File: config.mk
export PLATFORM = sky130hd
export DESIGN_NAME = ascii_to_hid_keystroke_encoder_flat
export DESIGN_NICKNAME = d
export VERILOG_FILES = /design/src/hdl/a2h_pkg.sv /design/src/hdl/a2h_channels.sv /design/src/hdl/a2h_classify.sv /design/src/hdl/a2h_keymap.sv /design/src/hdl/ascii_to_hid_keystroke_encoder.sv /design/src/flat_wrapper.sv
export VERILOG_INCLUDE_DIRS = /design/src /design/src/hdl
export SDC_FILE = /design/constraint.sdc
export NUM_CORES = 1
export LEC_CHECK = 0
export BUFFER_PORTS_ARGS = -buffer_cell sky130_fd_sc_hd__buf_2
export CAP_MARGIN = 10
export CORE_MARGIN = 2
export CORE_UTILIZATION = 40
export CTS_CLUSTER_DIAMETER = 40
export CTS_CLUSTER_SIZE = 25
export DETAILED_ROUTE_END_ITERATION = 10
export PLACE_DENSITY_LB_ADDON = 0.3
export SYNTH_ARGS = -nofsm -noshare
export SYNTH_HDL_FRONTEND = slang
export SYNTH_SLANG_ARGS = --single-unit
export TNS_END_PERCENT = 20
File: constraint.sdc
create_clock -name clk -period 4.1 [get_ports clk]
set_input_delay 0.205 -clock clk [delete_from_list [all_inputs] [get_ports clk]]
set_output_delay 0.205 -clock clk [all_outputs]
set_load 0.05 [all_outputs]
File: src/hdl/ascii_to_hid_keystroke_encoder_defines.svh
// Assertion macros shared by the keystroke encoder RTL.
`ifndef ASCII_TO_HID_KEYSTROKE_ENCODER_DEFINES_SVH
`define ASCII_TO_HID_KEYSTROKE_ENCODER_DEFINES_SVH

`ifndef NO_ASSERTIONS

// Same-cycle implication, checked on the rising edge of clk outside reset.
`define A2H_ASSERT_NOW(lbl, ante, cons, msg) \
    lbl: assert property (@(posedge clk) disable iff (!rst_n) (ante) |-> (cons)) \
        else $error(msg);

// Next-cycle implication, checked on the rising edge of clk outside reset.
`define A2H_ASSERT_NEXT(lbl, ante, cons, msg) \
    lbl: assert property (@(posedge clk) disable iff (!rst_n) (ante) |=> (cons)) \
        else $error(msg);

`else

`define A2H_ASSERT_NOW(lbl, ante, cons, msg)

`define A2H_ASSERT_NEXT(lbl, ante, cons, msg)

`endif

`endif

File: src/hdl/a2h_pkg.sv
// Shared types, keyword tables and HID usage constants for the keystroke encoder.
`timescale 1ns / 1ps

package a2h_pkg;

    localparam int PENDING_DEPTH = 4;
    localparam int WORK_DEPTH    = PENDING_DEPTH + 1;
    localparam int CNT_W         = $clog2(WORK_DEPTH + 1);
    localparam int IDX_W         = $clog2(WORK_DEPTH);
    localparam int NUM_WORDS     = 4;
    localparam int WORD_MAX      = 5;

    typedef logic [7:0]                  char_t;
    typedef logic [1:0]                  mod_t;
    typedef logic [CNT_W-1:0]            cnt_t;
    typedef logic [WORK_DEPTH-1:0][7:0]  work_buf_t;

    localparam mod_t MOD_NONE  = 2'd0;
    localparam mod_t SHIFT_MOD = 2'd2;

    localparam char_t USAGE_NONE  = 8'h00;
    localparam char_t USAGE_A     = 8'h04;
    localparam char_t USAGE_1     = 8'h1E;
    localparam char_t USAGE_0     = 8'h27;
    localparam char_t USAGE_ENTER = 8'h28;
    localparam char_t USAGE_SPACE = 8'h2C;

    localparam char_t WORD_TEXT [NUM_WORDS][WORD_MAX] = '{
        '{8'h55, 8'h50, 8'h00, 8'h00, 8'h00},   // UP
        '{8'h44, 8'h4F, 8'h57, 8'h4E, 8'h00},   // DOWN
        '{8'h4C, 8'h45, 8'h46, 8'h54, 8'h00},   // LEFT
        '{8'h52, 8'h49, 8'h47, 8'h48, 8'h54}    // RIGHT
    };
    localparam cnt_t  WORD_LEN   [NUM_WORDS] = '{cnt_t'(2), cnt_t'(4), cnt_t'(4), cnt_t'(5)};
    localparam char_t WORD_USAGE [NUM_WORDS] = '{8'h52, 8'h51, 8'h50, 8'h4F};

    typedef enum logic [1:0] {
        CLS_NONE   = 2'd0,
        CLS_PREFIX = 2'd1,
        CLS_WORD   = 2'd2
    } cls_kind_t;

    typedef struct packed {
        cls_kind_t kind;
        char_t     usage;
    } cls_result_t;

    typedef struct packed {
        mod_t  modifier;
        char_t usage;
    } key_t;

endpackage

File: src/hdl/a2h_channels.sv
// Valid/ready channel interfaces for characters in and key reports out.
`timescale 1ns / 1ps

interface a2h_char_if;
    logic       valid;
    logic       ready;
    logic [7:0] char_code;
    logic       end_of_message;

    modport source (output valid, output char_code, output end_of_message, input ready);
    modport sink   (input valid, input char_code, input end_of_message, output ready);
endinterface

interface a2h_report_if;
    logic       valid;
    logic       ready;
    logic [1:0] modifier;
    logic [7:0] keycode;
    logic       last;

    modport source (output valid, output modifier, output keycode, output last, input ready);
    modport sink   (input valid, input modifier, input keycode, input last, output ready);
endinterface

File: src/hdl/a2h_classify.sv
// Keyword compare unit: matches the held characters against UP, DOWN, LEFT and RIGHT.
`timescale 1ns / 1ps

module a2h_classify
    import a2h_pkg::*;
(
    input  work_buf_t   chars,
    input  cnt_t        count,
    output cls_result_t result
);

    always_comb
    begin
        logic ok;
        result = '{kind: CLS_NONE, usage: USAGE_NONE};
        for (int w = 0; w < NUM_WORDS; w++)
        begin
            ok = (count <= WORD_LEN[w]);
            // Positions past the longest keyword never matter: a match needs count <= length.
            for (int i = 0; i < WORD_MAX; i++)
            begin
                if ((cnt_t'(i) < count) && (chars[i] != WORD_TEXT[w][i]))
                begin
                    ok = 1'b0;
                end
            end
            if (ok)
            begin
                if (count == WORD_LEN[w])
                begin
                    result.kind  = CLS_WORD;
                    result.usage = WORD_USAGE[w];
                end
                else if (result.kind == CLS_NONE)
                begin
                    result.kind = CLS_PREFIX;
                end
            end
        end
    end

endmodule

File: src/hdl/a2h_keymap.sv
// Maps one ASCII character to its HID boot-keyboard usage and modifier.
`timescale 1ns / 1ps

module a2h_keymap
    import a2h_pkg::*;
(
    input  char_t ch,
    output key_t  key
);

    always_comb
    begin
        key = '{modifier: MOD_NONE, usage: USAGE_NONE};
        unique case (ch) inside
            [8'h41:8'h5A]: key = '{modifier: SHIFT_MOD, usage: ch - 8'h41 + USAGE_A};
            [8'h61:8'h7A]: key = '{modifier: MOD_NONE,  usage: ch - 8'h61 + USAGE_A};
            [8'h31:8'h39]: key = '{modifier: MOD_NONE,  usage: ch - 8'h31 + USAGE_1};
            8'h30: key = '{modifier: MOD_NONE, usage: USAGE_0};
            8'h20: key = '{modifier: MOD_NONE, usage: USAGE_SPACE};
            8'h0A: key = '{modifier: MOD_NONE, usage: USAGE_ENTER};
            // Shifted symbols sit on the digit row.
            8'h21: key = '{modifier: SHIFT_MOD, usage: 8'h1E};
            8'h40: key = '{modifier: SHIFT_MOD, usage: 8'h1F};
            8'h23: key = '{modifier: SHIFT_MOD, usage: 8'h20};
            8'h24: key = '{modifier: SHIFT_MOD, usage: 8'h21};
            8'h25: key = '{modifier: SHIFT_MOD, usage: 8'h22};
            8'h5E: key = '{modifier: SHIFT_MOD, usage: 8'h23};
            8'h26: key = '{modifier: SHIFT_MOD, usage: 8'h24};
            8'h2A: key = '{modifier: SHIFT_MOD, usage: 8'h25};
            8'h28: key = '{modifier: SHIFT_MOD, usage: 8'h26};
            8'h29: key = '{modifier: SHIFT_MOD, usage: 8'h27};
            8'h2D: key = '{modifier: MOD_NONE, usage: 8'h2D};
            8'h3D: key = '{modifier: MOD_NONE, usage: 8'h2E};
            8'h5B: key = '{modifier: MOD_NONE, usage: 8'h2F};
            8'h5D: key = '{modifier: MOD_NONE, usage: 8'h30};
            8'h5C: key = '{modifier: MOD_NONE, usage: 8'h31};
            8'h3B: key = '{modifier: MOD_NONE, usage: 8'h33};
            8'h27: key = '{modifier: MOD_NONE, usage: 8'h34};
            8'h2C: key = '{modifier: MOD_NONE, usage: 8'h36};
            8'h2E: key = '{modifier: MOD_NONE, usage: 8'h37};
            8'h2F: key = '{modifier: MOD_NONE, usage: 8'h38};
            default: key = '{modifier: MOD_NONE, usage: USAGE_NONE};
        endcase
    end

endmodule

File: src/hdl/ascii_to_hid_keystroke_encoder.sv
// Top level: scan sequencer, held-character window and report output register.
`timescale 1ns / 1ps
`include "ascii_to_hid_keystroke_encoder_defines.svh"

// Channel     Dir  Payload                              Beat
// char_in     in   char_code[7:0], end_of_message       one character
// report_out  out  modifier[1:0], keycode[7:0], last    one HID key report
//
// A character is taken in the idle state, then scanned one window position per scan step
// (up to five), and each key it yields is sent as a press beat and a release beat.
// The keyword compare unit and the key map unit are each shared by every scan step.
// Reset empties the held-character window; no clearing pass is needed.
// A stalled report_out holds the sequencer in place; char_in is ready only when idle.

module ascii_to_hid_keystroke_encoder
    import a2h_pkg::*;
(
    input  logic        clk,
    input  logic        rst_n,
    a2h_char_if.sink     char_in,
    a2h_report_if.source report_out
);

    typedef enum logic [3:0] {
        ST_IDLE  = 4'b0001,
        ST_SCAN  = 4'b0010,
        ST_PRESS = 4'b0100,
        ST_REL   = 4'b1000
    } state_t;

    state_t      state_reg, state_next;
    work_buf_t   work_reg, work_next;
    cnt_t        n_reg, n_next;
    logic        eom_reg, eom_next;
    logic        done_reg, done_next;
    logic        rel_pend_reg, rel_pend_next;
    logic        key_wait_reg, key_wait_next;
    key_t        key_reg, key_next;
    logic        out_valid_reg, out_valid_next;
    mod_t        out_mod_reg, out_mod_next;
    char_t       out_key_reg, out_key_next;
    logic        out_last_reg, out_last_next;

    cls_result_t cls;
    key_t        mapped;
    logic        slot_free;
    logic        last_step;

    a2h_classify u_classify (
        .chars  (work_reg),
        .count  (n_reg),
        .result (cls)
    );

    a2h_keymap u_keymap (
        .ch  (work_reg[0]),
        .key (mapped)
    );

    assign slot_free = !out_valid_reg || report_out.ready;
    assign last_step = (n_reg == cnt_t'(1));

    always_comb
    begin
        state_next     = state_reg;
        work_next      = work_reg;
        n_next         = n_reg;
        eom_next       = eom_reg;
        done_next      = done_reg;
        rel_pend_next  = rel_pend_reg;
        key_wait_next  = key_wait_reg;
        key_next       = key_reg;
        out_valid_next = out_valid_reg && !report_out.ready;
        out_mod_next   = out_mod_reg;
        out_key_next   = out_key_reg;
        out_last_next  = out_last_reg;

        unique case (state_reg)
            ST_IDLE:
            begin
                if (char_in.valid)
                begin
                    work_next[n_reg[IDX_W-1:0]] = char_in.char_code;
                    n_next        = n_reg + cnt_t'(1);
                    eom_next      = char_in.end_of_message;
                    done_next     = 1'b0;
                    rel_pend_next = 1'b0;
                    key_wait_next = 1'b0;
                    state_next    = ST_SCAN;
                end
            end
            ST_SCAN:
            begin
                if (cls.kind == CLS_WORD)
                begin
                    key_next      = '{modifier: MOD_NONE, usage: cls.usage};
                    key_wait_next = 1'b1;
                    n_next        = '0;
                    done_next     = 1'b1;
                    state_next    = rel_pend_reg ? ST_REL : ST_PRESS;
                end
                else if ((cls.kind == CLS_PREFIX) && !eom_reg)
                begin
                    // Still a possible keyword: keep the window and wait for more text.
                    state_next = rel_pend_reg ? ST_REL : ST_IDLE;
                end
                else
                begin
                    for (int i = 0; i < WORK_DEPTH - 1; i++)
                    begin
                        work_next[i] = work_reg[i+1];
                    end
                    n_next = n_reg - cnt_t'(1);
                    if (mapped.usage != USAGE_NONE)
                    begin
                        key_next      = mapped;
                        key_wait_next = 1'b1;
                        done_next     = last_step;
                        state_next    = rel_pend_reg ? ST_REL : ST_PRESS;
                    end
                    else if (last_step)
                    begin
                        state_next = rel_pend_reg ? ST_REL : ST_IDLE;
                    end
                end
            end
            ST_PRESS:
            begin
                if (slot_free)
                begin
                    out_valid_next = 1'b1;
                    out_mod_next   = key_reg.modifier;
                    out_key_next   = key_reg.usage;
                    out_last_next  = 1'b0;
                    key_wait_next  = 1'b0;
                    rel_pend_next  = 1'b1;
                    state_next     = done_reg ? ST_REL : ST_SCAN;
                end
            end
            ST_REL:
            begin
                // The release is the final beat unless another key is already waiting.
                if (slot_free)
                begin
                    out_valid_next = 1'b1;
                    out_mod_next   = MOD_NONE;
                    out_key_next   = USAGE_NONE;
                    out_last_next  = !key_wait_reg;
                    rel_pend_next  = 1'b0;
                    state_next     = key_wait_reg ? ST_PRESS : ST_IDLE;
                end
            end
            default:
            begin
                state_next = ST_IDLE;
            end
        endcase
    end

    always_ff @(posedge clk or negedge rst_n)
    begin
        if (!rst_n)
        begin
            state_reg     <= ST_IDLE;
            n_reg         <= '0;
            eom_reg       <= 1'b0;
            done_reg      <= 1'b0;
            rel_pend_reg  <= 1'b0;
            key_wait_reg  <= 1'b0;
            out_valid_reg <= 1'b0;
        end
        else
        begin
            state_reg     <= state_next;
            n_reg         <= n_next;
            eom_reg       <= eom_next;
            done_reg      <= done_next;
            rel_pend_reg  <= rel_pend_next;
            key_wait_reg  <= key_wait_next;
            out_valid_reg <= out_valid_next;
        end
    end

    always_ff @(posedge clk)
    begin
        work_reg     <= work_next;
        key_reg      <= key_next;
        out_mod_reg  <= out_mod_next;
        out_key_reg  <= out_key_next;
        out_last_reg <= out_last_next;
    end

    assign char_in.ready       = (state_reg == ST_IDLE);
    assign report_out.valid    = out_valid_reg;
    assign report_out.modifier = out_mod_reg;
    assign report_out.keycode  = out_key_reg;
    assign report_out.last     = out_last_reg;

    `A2H_ASSERT_NOW(a_idle_window_bound, char_in.ready, n_reg <= cnt_t'(PENDING_DEPTH), "held window exceeds the longest keyword prefix while idle")
    `A2H_ASSERT_NOW(a_scan_not_empty, state_reg == ST_SCAN, n_reg != '0, "scan step entered with an empty window")
    `A2H_ASSERT_NOW(a_last_is_release, report_out.valid && report_out.last, report_out.keycode == USAGE_NONE && report_out.modifier == MOD_NONE, "final report of a character is not a release")
    `A2H_ASSERT_NOW(a_shift_has_key, report_out.valid && report_out.modifier != MOD_NONE, report_out.keycode != USAGE_NONE, "shift report without a key usage")
    `A2H_ASSERT_NEXT(a_accept_starts_scan, char_in.valid && char_in.ready, state_reg == ST_SCAN, "accepted character did not start a scan")

endmodule

File: src/flat_wrapper.sv
// flat-port wrapper written by rule: the top's interface ports become plain ports
module ascii_to_hid_keystroke_encoder_flat import a2h_pkg::*;
  (clk, rst_n, char_in_valid, char_in_char_code, char_in_end_of_message, char_in_ready, report_out_valid, report_out_modifier, report_out_keycode, report_out_last, report_out_ready);
  a2h_char_if char_in_i ();
  a2h_report_if report_out_i ();
  input  logic clk;
  input  logic rst_n;
  input wire logic [$bits(char_in_i.valid)-1:0] char_in_valid;
  input wire logic [$bits(char_in_i.char_code)-1:0] char_in_char_code;
  input wire logic [$bits(char_in_i.end_of_message)-1:0] char_in_end_of_message;
  output wire logic [$bits(char_in_i.ready)-1:0] char_in_ready;
  output wire logic [$bits(report_out_i.valid)-1:0] report_out_valid;
  output wire logic [$bits(report_out_i.modifier)-1:0] report_out_modifier;
  output wire logic [$bits(report_out_i.keycode)-1:0] report_out_keycode;
  output wire logic [$bits(report_out_i.last)-1:0] report_out_last;
  input wire logic [$bits(report_out_i.ready)-1:0] report_out_ready;
  assign char_in_i.valid = char_in_valid;
  assign char_in_i.char_code = char_in_char_code;
  assign char_in_i.end_of_message = char_in_end_of_message;
  assign char_in_ready = char_in_i.ready;
  assign report_out_valid = report_out_i.valid;
  assign report_out_modifier = report_out_i.modifier;
  assign report_out_keycode = report_out_i.keycode;
  assign report_out_last = report_out_i.last;
  assign report_out_i.ready = report_out_ready;
  ascii_to_hid_keystroke_encoder u_core (.clk(clk), .rst_n(rst_n), .char_in(char_in_i), .report_out(report_out_i));
endmodule
# [Word level (Yosys, flattened, before mapping)]
# Index checks and enable logic that the tools add are counted.
[classes] n_mux=84 eq_ne=57 addsub=8 n_reduce_logical=51 order_cmp=16
[ops] cell="10-bit one-hot mux with 26 select lines" count=1
[ops] cell="8-bit by 6-bit == test with 1-bit output (second input constant)" count=17
[ops] cell="8-bit by 7-bit != test with 1-bit output (second input constant)" count=15
[ops] cell="32-bit two-way mux" count=3
[ops] cell="32-bit one-hot mux with 2 select lines" count=1
[ops] cell="10-bit two-way mux" count=6
[ops] cell="8-bit two-way mux" count=7
[ops] cell="40-bit bitwise mux" count=1
[ops] cell="8-bit by 7-bit == test with 1-bit output (second input constant)" count=5
[ops] cell="4-bit two-way mux" count=10
[ops] cell="1-bit two-way mux" count=32
[ops] cell="8-bit nonzero test" count=4
[ops] cell="8-bit demux with 3-bit select" count=1
[ops] cell="1-bit logical AND" count=24
[ops] cell="2-bit two-way mux" count=9
[ops] cell="8-bit by 3-bit adder with 8-bit output (second input constant)" count=2
[ops] cell="8-bit by 7-bit greater-or-equal comparator with 1-bit output (second input constant)" count=2
[ops] cell="8-bit by 7-bit less-or-equal comparator with 1-bit output (second input constant)" count=2
[ops] cell="4-bit one-hot mux with 4 select lines" count=1
[ops] cell="8-bit one-hot mux with 2 select lines" count=1
[ops] cell="4-bit AND reduction" count=4
[ops] cell="8-bit by 7-bit subtractor with 8-bit output (second input constant)" count=2
[ops] cell="3-bit two-way mux" count=4
[ops] cell="3-bit AND reduction" count=3
[ops] cell="41 further kinds" count=59
[word_totals] reg_bits=73 output_inout_bits=13 wordCells=233

# [Depth between registers and ports, before layout]
[depth] word_depth=25 depth_mapped=12 depth_no_buf=10

# [By module]
# From an unflattened synthesis, not the netlist that was laid out.
[hier_totals] hier_cells=441 area_unflattened_um2=4674.5
[modules_own_cells] module="ascii_to_hid_keystroke_encoder" n_inst=1 cells_each=229 seq_area_each_um2=2133.3 area_per_inst_um2=3228.1
[modules_own_cells] module="a2h_keymap" n_inst=1 cells_each=130 seq_area_each_um2=0.0 area_per_inst_um2=859.6
[modules_own_cells] module="a2h_classify" n_inst=1 cells_each=82 seq_area_each_um2=0.0 area_per_inst_um2=586.8

# [Worst setup path before layout]
# Ideal clock, no wire load.
[synth_path] path_type="flip-flop to flip-flop" start="reg u_core.n_reg[1]" end="reg u_core.work_reg[16] (netlist bit) (enable)" arrival_ns=2.794 setup_slack_ns=0.936 t_required_ns=3.730 path_stages_with_launch=11 path_buffers=2 cell_sequence="dfrtp_1 > clkbuf_1 > inv_1 > ha_1 > o21ai_0 > a221o_1 > or4_1 > buf_4 > a41oi_2 > o22ai_2 > nor2_1"
[synth_between] elab_chain_len=24
[synth_rtl] element="start: declaration" line="ascii_to_hid_keystroke_encoder.sv:33" source="cnt_t n_reg, n_next;"
[synth_rtl] element="start signal: assignment" line="ascii_to_hid_keystroke_encoder.sv:175" source="n_reg <= n_next;"
[synth_rtl] element="1-bit by 3-bit < comparator with 1-bit output" line="a2h_classify.sv:22" source="if ((cnt_t'(i) < count) && (chars[i] != WORD_TEXT[w][i]))"
[synth_rtl] element="1-bit logical AND" line="a2h_classify.sv:22"
[synth_rtl] element="1-bit two-way mux (5 in series)" line="a2h_classify.sv:22"
[synth_rtl] element="10-bit two-way mux" line="a2h_classify.sv:27" source="if (ok)"
[synth_rtl] element="2-bit logical NOT" line="a2h_classify.sv:34" source="else if (result.kind == CLS_NONE)"
[synth_rtl] element="2-bit two-way mux" line="a2h_classify.sv:34"
[synth_rtl] element="2-bit two-way mux" line="a2h_classify.sv:29" source="if (count == WORD_LEN[w])"
[synth_rtl] element="10-bit two-way mux" line="a2h_classify.sv:27"
[synth_rtl] element="(+4 left out)"
[synth_rtl] element="2-bit logical NOT" line="a2h_classify.sv:34"
[synth_rtl] element="2-bit two-way mux" line="a2h_classify.sv:34"
[synth_rtl] element="2-bit two-way mux" line="a2h_classify.sv:29"
[synth_rtl] element="10-bit two-way mux (*)" line="a2h_classify.sv:27"
[synth_rtl] element="2-bit by 1-bit == test with 1-bit output" line="ascii_to_hid_keystroke_encoder.sv:102" source="else if ((cls.kind == CLS_PREFIX) && !eom_reg)"
[synth_rtl] element="1-bit logical AND" line="ascii_to_hid_keystroke_encoder.sv:102"
[synth_rtl] element="2-bit != test (no line)"
[synth_rtl] element="4-bit AND reduction (no line) (*)"
[synth_rtl] element="end signal: assignment" line="ascii_to_hid_keystroke_encoder.sv:186" source="work_reg <= work_next;"
[synth_rtl] element="end: declaration" line="ascii_to_hid_keystroke_encoder.sv:32" source="work_buf_t work_reg, work_next;"
# Every way passes the cells marked *; elsewhere a longest branch is shown, timed or not.
# A chain may end at the register's enable or synchronous reset.

# [Final worst setup path]
[layout_path] start="reg u_core.work_reg[1] (netlist bit)" end="reg u_core.work_reg[23] (netlist bit) (enable)"
[layout_between] elab_chain_len=24
[layout_rtl] element="8-bit by 7-bit != test with 1-bit output" line="a2h_classify.sv:22"
[layout_rtl] element="1-bit logical AND" line="a2h_classify.sv:22"
[layout_rtl] element="1-bit two-way mux (5 in series)" line="a2h_classify.sv:22"
[layout_rtl] element="10-bit two-way mux" line="a2h_classify.sv:27"
[layout_rtl] element="2-bit logical NOT" line="a2h_classify.sv:34"
[layout_rtl] element="2-bit two-way mux" line="a2h_classify.sv:34"
[layout_rtl] element="2-bit two-way mux" line="a2h_classify.sv:29"
[layout_rtl] element="10-bit two-way mux" line="a2h_classify.sv:27"
[layout_rtl] element="(+4 left out)"
[layout_rtl] element="2-bit logical NOT" line="a2h_classify.sv:34"
[layout_rtl] element="2-bit two-way mux" line="a2h_classify.sv:34"
[layout_rtl] element="2-bit two-way mux" line="a2h_classify.sv:29"
[layout_rtl] element="10-bit two-way mux (*)" line="a2h_classify.sv:27"
[layout_rtl] element="2-bit by 1-bit == test with 1-bit output" line="ascii_to_hid_keystroke_encoder.sv:102"
[layout_rtl] element="1-bit logical AND" line="ascii_to_hid_keystroke_encoder.sv:102"
[layout_rtl] element="2-bit != test (no line)"
[layout_rtl] element="4-bit AND reduction (no line) (*)"
# Marked as above.

==> results.txt <==
- Run status: finished, final reports clean
- The initialized floorplan defines 38 standard-cell rows.
- The number of pins exceeding their max-slew limit in the final report is 0.
* Gr usage total: 18.5%
* Critical path data arrival time: 3.76 ns
* Boundary pin count: 26
* Mean instance size in the synthesized netlist: 9.49 sq um
- Together, buffers and inverters on the worst path number 1.
* Area of the mapped netlist: 4500 sq um
- Routability-driven placement finished with a final weighted congestion of 0.960.
- Dividing the final minimum period by the clock period gives 91.3%.
* H-tree levels: 3
- Nets: 509
- Post-Route Skew: 0.0121 ns
* Area fraction in compound gates after synthesis: 20.9%
- The via count of the first global-routing pass is 3453.
- Per report_power, the combinational group accounts for 39.0% of the total.
- Library cell occupying the most area in the post-synthesis netlist: edfxtp_1
- Switching power share of the total: 41.2%
- Post-synthesis share of cell area spent on full adders, half adders and majority gates: 2.78%
- Vias after detailed routing: 3712
- The register with the most flip-flops in the layout has 40 of them.
- Floorplan die area: 12100 sq um
- Worst setup SP type: flip-flop
- Share of cells above drive strength 1: 14.3%
- In this run, synthesis inferred 59 flip-flops with an integrated enable.
- The synthesized netlist devotes 0.973% of its cell area to XOR and XNOR gates.
- Hold timing on the final database bottoms out at a slack of 0.0309 ns.
* DR vias/cell: 5.88
- In the layout the commonest cells are nand2_1 (60), edfxtp_1 (59), a21oi_1 (53), nor2_1 (36), buf_2 (24).
- The region available for standard cell placement spans 10900 sq um.
- Clock latency on the worst-skew pair, taken at its later pin, is 0.36 ns.
- Largest family of logic cells by synthesized area: simple AND/OR/NAND/NOR gates
* Final setup violation count: 0
* Yosys Warn Count: 0
- Detailed placement finished with a half-perimeter wire length of 7900 microns.
* Maximum number of pins on one net before global-route repair: 39
- Slew at the pin with the worst max-slew slack: 0.919 ns
- Cells along the critical path: inv_1, ha_1, nor2b_1, a31oi_1, nor4b_2, o2111ai_1, a41oi_2, o22ai_2, nor2_2
* Relative slew slack: 38.5%
- Overall overflow remaining after global route: 0
* RSZ-0062 raised after global routing: no
* TritonCTS clock tree: built
- The clock network burns 19.8% of the power.
- Area contributors post-synth: edfxtp_1 (39%), dfrtp_1 (6.1%), a21oi_1 (5.9%), nand2_1 (5.0%), nor2_1 (3.3%)
- For the worst setup path, the data required time is 4.11 ns.
- Power comes to 2.80 mW.
- In this run the clock root is driven by a clkbuf_8.
- Along the worst hold path, the cell count comes to 1.
- Period minus WS final: 3.75 ns
- Setup total negative slack on the finished layout was measured at 0 ns.
- Number of buffer cells added on primary ports: 24
* Fraction of synthesized cell area taken by the top area cell type: 39.4%
* Number of buffers inserted during clock tree synthesis: 9
- Maximum clock frequency: 267 MHz
* Part of the power in registers: 41.3%
- The most used flip-flop cell after synthesis is edfxtp_1.
- Counting along the longest clock path gives a buffer depth of 2.
- Area growth syn-to-layout: 9.48%
* Worst R2R Setup Slack: 0.35 ns
- Across the VDD grid, the largest voltage drop is 307 uV.
* Routed wire per std cell: 17.0 microns
* Width of the chip: 110 microns
- Synthesis inferred 71 register bits.
- After synthesis, the share of cell area in mux cells is 0.945%.
* Critical path's top delay family: compound AO/OA/AOI/OAI gates
- Largest fanout on the critical path: 12
- The setup path with the least slack is of type flip-flop to flip-flop.
* First DRT Iteration DRCs: 278
- Detailed Route WL: 10700 microns
- Internal power comes to 1.65 mW.
* Number of cells on the worst reg-to-reg path: 9
* Filler Cell Count: 1039
- The tree built by TritonCTS fans out to 71 sinks.
* DRC violations left: 0
- Cell area power density: 569 nW/um^2
- The worst hold path belongs to the class input port to flip-flop.
- The first TritonRoute pass finished after 7 iterations.
- The initial antenna violation count came to 0.
- Delay contributed by the slowest stage of the critical path: 0.54 ns
- Max Cap Viol: 0
* Simple-gate share of the synthesized area: 23.7%
* Mapped Cells: 474
- In this run the remaining antenna-violating nets after routing total 0.
- After synthesis, the netlist uses 74 different library cells.
* Sequential cell area fraction in the yosys report: 46.1%
- The slowest stage of the critical path is the edfxtp_1 cell.
* Cell count along the critical path: 9
- Starting density of the core: 41.3%
* Net switching power figure: 1.15 mW
- In the synthesized netlist the async set-or-reset flop fraction comes to 16.9%.
- Summed over all cells, the static leakage comes to 1.71 nW.
- Endpoints failing hold: 0
* Leading cell type in the layout, fill and taps excluded: nand2_1
- Die height: 110 microns
- The worst setup path is captured at a flip-flop.
- Clock transition time at the flip-flop clock pins of the worst setup and hold paths: 0.08 ns
- First-pass GRT wire length: 17400 microns
- Number of antenna cells inserted: 0
## through the flow
| stage | area, sq um | worst slack (ns) | cells | utilization [%] |
|---|---|---|---|---|
| after global routing | 4930 | 0.0820 | 631 | 45.2 |
| after floorplan | 4500 | 0.936 | 475 | - |
| after global placement | 4710 | 0.453 | 614 | 43.3 |
| final | 4930 | 0.355 | 631 | 45.2 |
| after detailed placement | 4710 | 0.251 | 614 | 43.3 |
| after CTS | 4920 | 0.229 | 631 | 45.2 |
## cells in the mapped netlist (9+ instances only)
cell type	n
nand3_1	9
dfrtp_1	11
o21ai_0	13
nor3_1	9
inv_1	13
edfxtp_1	59
a31oi_1	12
nor2b_1	17
nand2_1	60
clkbuf_1	21
a21oi_1	53
ha_1	10
nor2_1	39
## power by group through the flow
stage | Combinational (mW) | Sequential, mW | Clock (mW)
finish | 1.09 | 1.16 | 0.555
global route | 1.20 | 1.18 | 0.601
CTS | 1.08 | 1.15 | 0.566
detailed placement | 1.07 | 1.17 | 0
global placement | 1.07 | 1.16 | 0
floorplan | 0.883 | 1.08 | 0
## timing repair
item / CTS / global route
setup endpoints to repair: 0 / 24
resized for setup: 0 / 3
endpoints found under the hold margin: 12 / 0
hold buffers: 1 / 0
setup buffers: 0 / 0
## logic make-up (layout without fill, tap and decap cells)
family	count (synthesis)	in the layout
and+or+nand+nor	196	196
AOI/OAI and AO/OA	140	140
DFF	71	71
buffers and inverters	47	63
adders and majority gates	10	10
xor gates and xnor gates	5	5
muxes	4	4
other	1	2
## path summary, 6_finish.rpt
path / start / end
setup / recovery: u_core.work_reg[1] / u_core.work_reg[23]
hold / removal: char_in_char_code[6] / u_core.work_reg[38]
setup reg to reg: u_core.work_reg[1] / u_core.work_reg[23]
hold reg to reg: u_core.key_reg[7] / u_core.report_out.keycode[7]
max in group asynchronous: rst_n / u_core.state_reg[0]
min in group asynchronous: rst_n / u_core.n_reg[1]
## layer usage
metal	up-vias	wire, microns	track usage (%)
li1	1799	-	-
met1	1757	4730	24.3
met2	135	5230	30.8
met3	21	606	4.06
met4	0	174	5.06
met5	-	0	0
## area by class of cell
| cell class | instances | area, sq um | share of cell area [%] |
|---|---|---|---|
| repair buffers | 32 | 183 | 3.71 |
| clock buffers | 9 | 124 | 2.51 |
| clock inverters | 7 | 72.6 | 1.47 |
| multi-input cells | 357 | 2240 | 45.5 |
| inverters | 15 | 56.3 | 1.14 |
| well taps | 140 | 175 | 3.56 |
| flip-flops and latches | 71 | 2070 | 42.1 |
Power figures use the tool's default switching activity.
